$ cat src/design/dmwbc_pkg.sv
// dmwbc_pkg: shared constants for the direct-mapped write-back cache
// field widths and default geometry; no dependencies
`default_nettype none

package dmwbc_pkg;

  localparam int ADDR_W = 16;  // byte address width
  localparam int DATA_W = 8;   // byte width

  localparam int NUM_LINES_DEF  = 32;
  localparam int LINE_BYTES_DEF = 8;
  localparam int MEM_BYTES_DEF  = 65536;

  localparam logic ACT_READ  = 1'b0;
  localparam logic ACT_WRITE = 1'b1;

endpackage

`default_nettype wire

$ cat src/design/dmwbc_ram.sv
// dmwbc_ram: generic simple dual-port ram, one write and one registered read
// depends on dmwbc_pkg for default width
`default_nettype none

module dmwbc_ram import dmwbc_pkg::*; #(
  parameter int WIDTH = DATA_W,
  parameter int DEPTH = NUM_LINES_DEF * LINE_BYTES_DEF,
  localparam int AW   = $clog2(DEPTH)
) (
  input  wire logic             clk,
  input  wire logic             wr_en,
  input  wire logic [AW-1:0]    wr_addr,
  input  wire logic [WIDTH-1:0] wr_data,
  input  wire logic [AW-1:0]    rd_addr,
  output logic      [WIDTH-1:0] rd_data
);

  logic [WIDTH-1:0] mem [DEPTH];

  always_ff @(posedge clk) begin
    if (wr_en) begin
      mem[wr_addr] <= wr_data;
    end
    rd_data <= mem[rd_addr];
  end

endmodule

`default_nettype wire

$ cat config.mk
export PLATFORM = sky130hd
export DESIGN_NAME = dmwbc_ram
export DESIGN_NICKNAME = d
export VERILOG_FILES = /design/src/design/dmwbc_pkg.sv /design/src/design/dmwbc_ram.sv
export SDC_FILE = /design/constraint.sdc
export NUM_CORES = 2
export LEC_CHECK = 0
export BUFFER_PORTS_ARGS = -buffer_cell sky130_fd_sc_hd__buf_4
export CAP_MARGIN = 20
export CORE_ASPECT_RATIO = 1.5
export CORE_MARGIN = 2
export CORE_UTILIZATION = 25
export CTS_BUF_LIST = sky130_fd_sc_hd__clkbuf_2 sky130_fd_sc_hd__clkbuf_4 sky130_fd_sc_hd__clkbuf_8
export CTS_CLUSTER_DIAMETER = 30
export CTS_CLUSTER_SIZE = 25
export DETAILED_ROUTE_END_ITERATION = 12
export SLEW_MARGIN = 20
export SYNTH_ARGS = -nofsm -noshare
export SYNTH_HDL_FRONTEND = slang
export SYNTH_SLANG_ARGS = --single-unit
$ cat constraint.sdc
create_clock -name clk -period 2.7 [get_ports clk]
set_clock_uncertainty 0.15 [all_clocks]
set_input_delay 0.27 -clock clk [delete_from_list [all_inputs] [get_ports clk]]
set_output_delay 0.27 -clock clk [all_outputs]
set_load 0.02 [all_outputs]
* After elaboration in Yosys (flattened, before gate mapping)
Memory sizes are Yosys's and may differ from the RTL's. A register that Yosys moved wholly into a read port is not among the register bits.
Cells that the tools add are included.
** Operators by class
- Mux-type cells :: 2
** Operators by type and width (number)
- $mux 1 :: 2
** Word-level totals
- Flip-flop bits (word level) :: 0
- Bits in writable memories :: 2048
- Input bits :: 26
- Output and inout bits :: 8
- Logic and storage cells :: 3
- Memories :: 1
** Memory list
- mem :: words 256, bits a word 8, rd ports 1, clocked after memory_dff 1, wr ports 1, RTL line dmwbc_ram.sv:18 : logic [WIDTH-1:0] mem [DEPTH];

* Longest topological paths before layout
- Word-level depth :: 2
- Gate-level depth with buffers :: 11
- Depth with buffers taken out :: 6

* Least setup slack after synthesis
No wires, ideal clock.
- Path kind :: in2reg
- Start point :: input rd_addr[0]
- End point :: register rd_data[2], read port of mem
- Library setup time :: 0.131 ns
- Arrival :: 2.077 ns
- Data required time :: 2.419 ns
- Setup slack :: 0.342 ns
- Stages :: 9
- Buffers on the path :: 4
- Cells stage by stage :: buf_6 -> buf_12 -> buf_8 -> buf_2 -> mux4_2 -> a22oi_1 -> a21oi_1 -> nor4_1 -> nor4_2
** RTL lines
- start, declared :: RTL line dmwbc_ram.sv:14 : input wire logic [AW-1:0] rd_addr,
- end, declared :: RTL line dmwbc_ram.sv:15 : output logic [WIDTH-1:0] rd_data

* Final worst setup path
- Start point :: input wr_addr[1]
- End point :: memory mem[222][1] in the netlist's numbering, enable pin
** RTL lines
- start, declared :: RTL line dmwbc_ram.sv:12 : input wire logic [AW-1:0] wr_addr,
- end, declared :: RTL line dmwbc_ram.sv:18
No word-level cell before the write port.

==> summary.txt <==
Outcome: completed
Crit path arrival time: 3.17 ns
Utilization after layout: 30.2%
Die height: 695 um
Fmax: 377 MHz
Die Area: 0.323 mm^2
Clock Latency Late Sink: 1.00 ns
Asr flop ratio synth: 0%
# fillers: 30647
Number of port buffers: 33
Worst hold start: wr_data[4]
Syn Std Cell Area: 0.0796 mm^2
Initial Util: 25.1%
Total GRT Usage: 13.2%
Logic gate share of total power: 6.2%
Clock power share: 37.2%
Crit end category: flip-flop
Top Ports: 34
Post-synth EDFFs: 2048
Final worst path period need: 2.65 ns
Total number of yosys warnings: 0
Layout Nets: 4505
Final ANT Viol Nets: 0
Non-filler cells, final: 8877
PwrDens: 650 mW/mm^2
Total Power: 62.1 mW
Largest net degree at the start of global routing: 95
Clock root cell: clkbuf_8
TritonCTS buffer count: 220
Design area: 0.0955 mm^2
Register area share after synthesis: 77.5%
Sequential power share: 56.6%
Hold Crit Depth: 2
Netlist cell types: 55
Core area: 0.317 mm^2
Routed wire length: 218000 um
Worst Hold Class: in -> reg
WP data required: 3.22 ns
Tcrit/Tclk final: 98.2%
R2R cell count: 7
WS Path Type: in -> reg
R2r startpoint: mem[15][0]$_DFFE_PP_
Sw frac: 24.6%
Top_reg_cell synth: edfxtp_1
First-pass GRT wire length: 312000 um
Hold Vio Cnt, Final: 0
DR DRC count: 0
Most frequent cells in the layout: edfxtp_1, buf_4, mux4_2
Synthesized area per cell: 21.3 um^2
Sw Pwr: 15.3 mW
CTS H-tree lvls: 4
Worst hold endpoint: mem[32][4]$_DFFE_PP_
Initial antenna violation count: 16
Seq cells post-synth: 2056
Reg-to-reg endpoint: rd_data[0]$_DFF_P_
Vias in the first global route: 43083
GRT overflow: 0
Crit Path Max Fanout: 10
Horiz. Die Dim: 465 um
Clk sink count: 2056
Routed vias/inst: 4.61
Reg clk slew, reported paths: 0.09 ns
Multi-input logic area: 0.0165 mm^2
Relative slew slack: 36.8%
Worst hold margin: 0.177 ns
Via count: 40896
# setup viols final: 0
Fraction of layout instances using a drive strength above 1: 34.5%
Row cnt: 253
RSZ-0062 raised after global routing: false
Dpl cell area: 0.0901 mm^2
Cells after synthesis: 3733
DRT Pass-1 Iters: 6
TritonCTS clock tree: yes
Flop2flop setup slack: 0.11 ns
CTS max path bufs: 4
Avg WL per Cell: 24.5 um
DR iter-0 viols: 3863
VDD IR max: 0.391 mV
Worst-Margin Slew: 0.948 ns
Reg area: 0.0617 mm^2
Commonest non-fill, non-tap cell in the layout: edfxtp_1
Crit path launch type: input pin
Final GP Congestion: 0.846
Synth Net Count: 3759
Leak: 30.0 nW
Max Cap Viol: 0
Hpwl dp: 149000 um
Max-slew violations: 0
Area grow syn2layout: 20.1%
Inst Count DP: 8440
Int Power: 46.9 mW
==> area by class of cell <==
class / instances / area share (%)
inverter: 2 / 0.00786
clock inverter: 170 / 2.07
multi-input combinational: 1442 / 17.3
timing repair buffer: 757 / 7.20
clock buffer: 236 / 3.33
tap: 4207 / 5.51
sequential: 2056 / 64.5
antenna: 7 / 0.0183
==> power groups by stage <==
stage               registers [mW]  logic, mW  clock network (mW)
floorplan                     35.9       1.71                   0
global placement              35.9       3.80                   0
detailed placement            35.9       3.84                   0
CTS                           35.2       3.89                23.6
global route                  35.2       4.04                24.7
finish                        35.2       3.84                23.1
==> through the flow <==
stage,TNS (ns),setup slack [ns]
after floorplan,0,0.342
after global placement,-4.88,-1.04
after detailed placement,-4.75,-0.910
after CTS,0,0.0556
after global routing,0,0.000500
final,0,0.0473
==> synth_stat cells (3+ instances only) <==
cell type	number	area, um^2
buf_1	22	82.6
o22a_1	5	43.8
a22oi_1	133	998
a21oi_1	96	480
buf_8	13	195
o32ai_1	4	35.0
o211ai_1	10	75.1
o221ai_1	46	403
clkbuf_1	111	417
nand3_1	34	170
dfxtp_1	8	160
nor2b_1	31	194
buf_6	21	236
nor4_1	24	150
nand2b_1	8	50.1
a22o_1	8	70.1
buf_4	27	203
nand2_1	33	124
a211oi_1	16	120
buf_12	8	160
a221oi_1	13	114
nor4_2	3	37.5
nor3_1	22	110
or2_2	4	25.0
mux2i_1	134	1340
o22ai_1	28	175
nand4_1	10	62.6
mux4_2	454	10200
and2_1	6	37.5
buf_2	31	155
o21ai_0	10	50.1
nor2_1	282	1060
edfxtp_1	2048	61500
==> critical path, stage by stage <==
cell and delay (ns):
dlygate4sd3_1 0.59, buf_4 0.23, nor2b_1 0.23, buf_4 0.22, nand4_1 0.11, dlygate4sd3_1 0.63
buf_4 0.15, nor2_1 0.15, dlygate4sd3_1 0.59
==> routing by layer <==
layer | vias up | wire length [um] | track usage [%]
li1 | 17191 | - | -
met1 | 21871 | 76100 | 14.2
met2 | 1394 | 119000 | 25.0
met3 | 430 | 11000 | 1.72
met4 | 10 | 12100 | 6.86
met5 | - | 58 | 0
==> registers in the layout, summed over array words and instances, names as in the netlist <==
signal	flops
mem	2048
rd_data	8
==> worst max-delay path by stage <==
stage,startpoint,end
finish,wr_addr[1],mem[222][1]$_DFFE_PP_
global route,wr_addr[1],mem[222][1]$_DFFE_PP_
CTS,mem[81][3]$_DFFE_PP_,rd_data[3]$_DFF_P_
detailed placement,rd_addr[1],rd_data[0]$_DFF_P_
global placement,rd_addr[0],rd_data[0]$_DFF_P_
floorplan,rd_addr[0],rd_data[2]$_DFF_P_
==> timing repair <==
item,in CTS,in global routing
resized for setup,1,2
buffers inserted,0,0
cloned,0,0
hold buffers,24,0
hold endpoints to repair,2762,0
endpoints found under the setup margin,1,2
==> cell families after synthesis <==
group,after synthesis,share of synthesized area (%)
AO/OA/AOI/OAI,385,3.42
buffers and inverters,235,1.83
flip-flops,2056,77.5
multiplexers,591,14.6
AND/OR/NAND/NOR,466,2.63
Note: power is estimated with default switching activity, not from simulation.
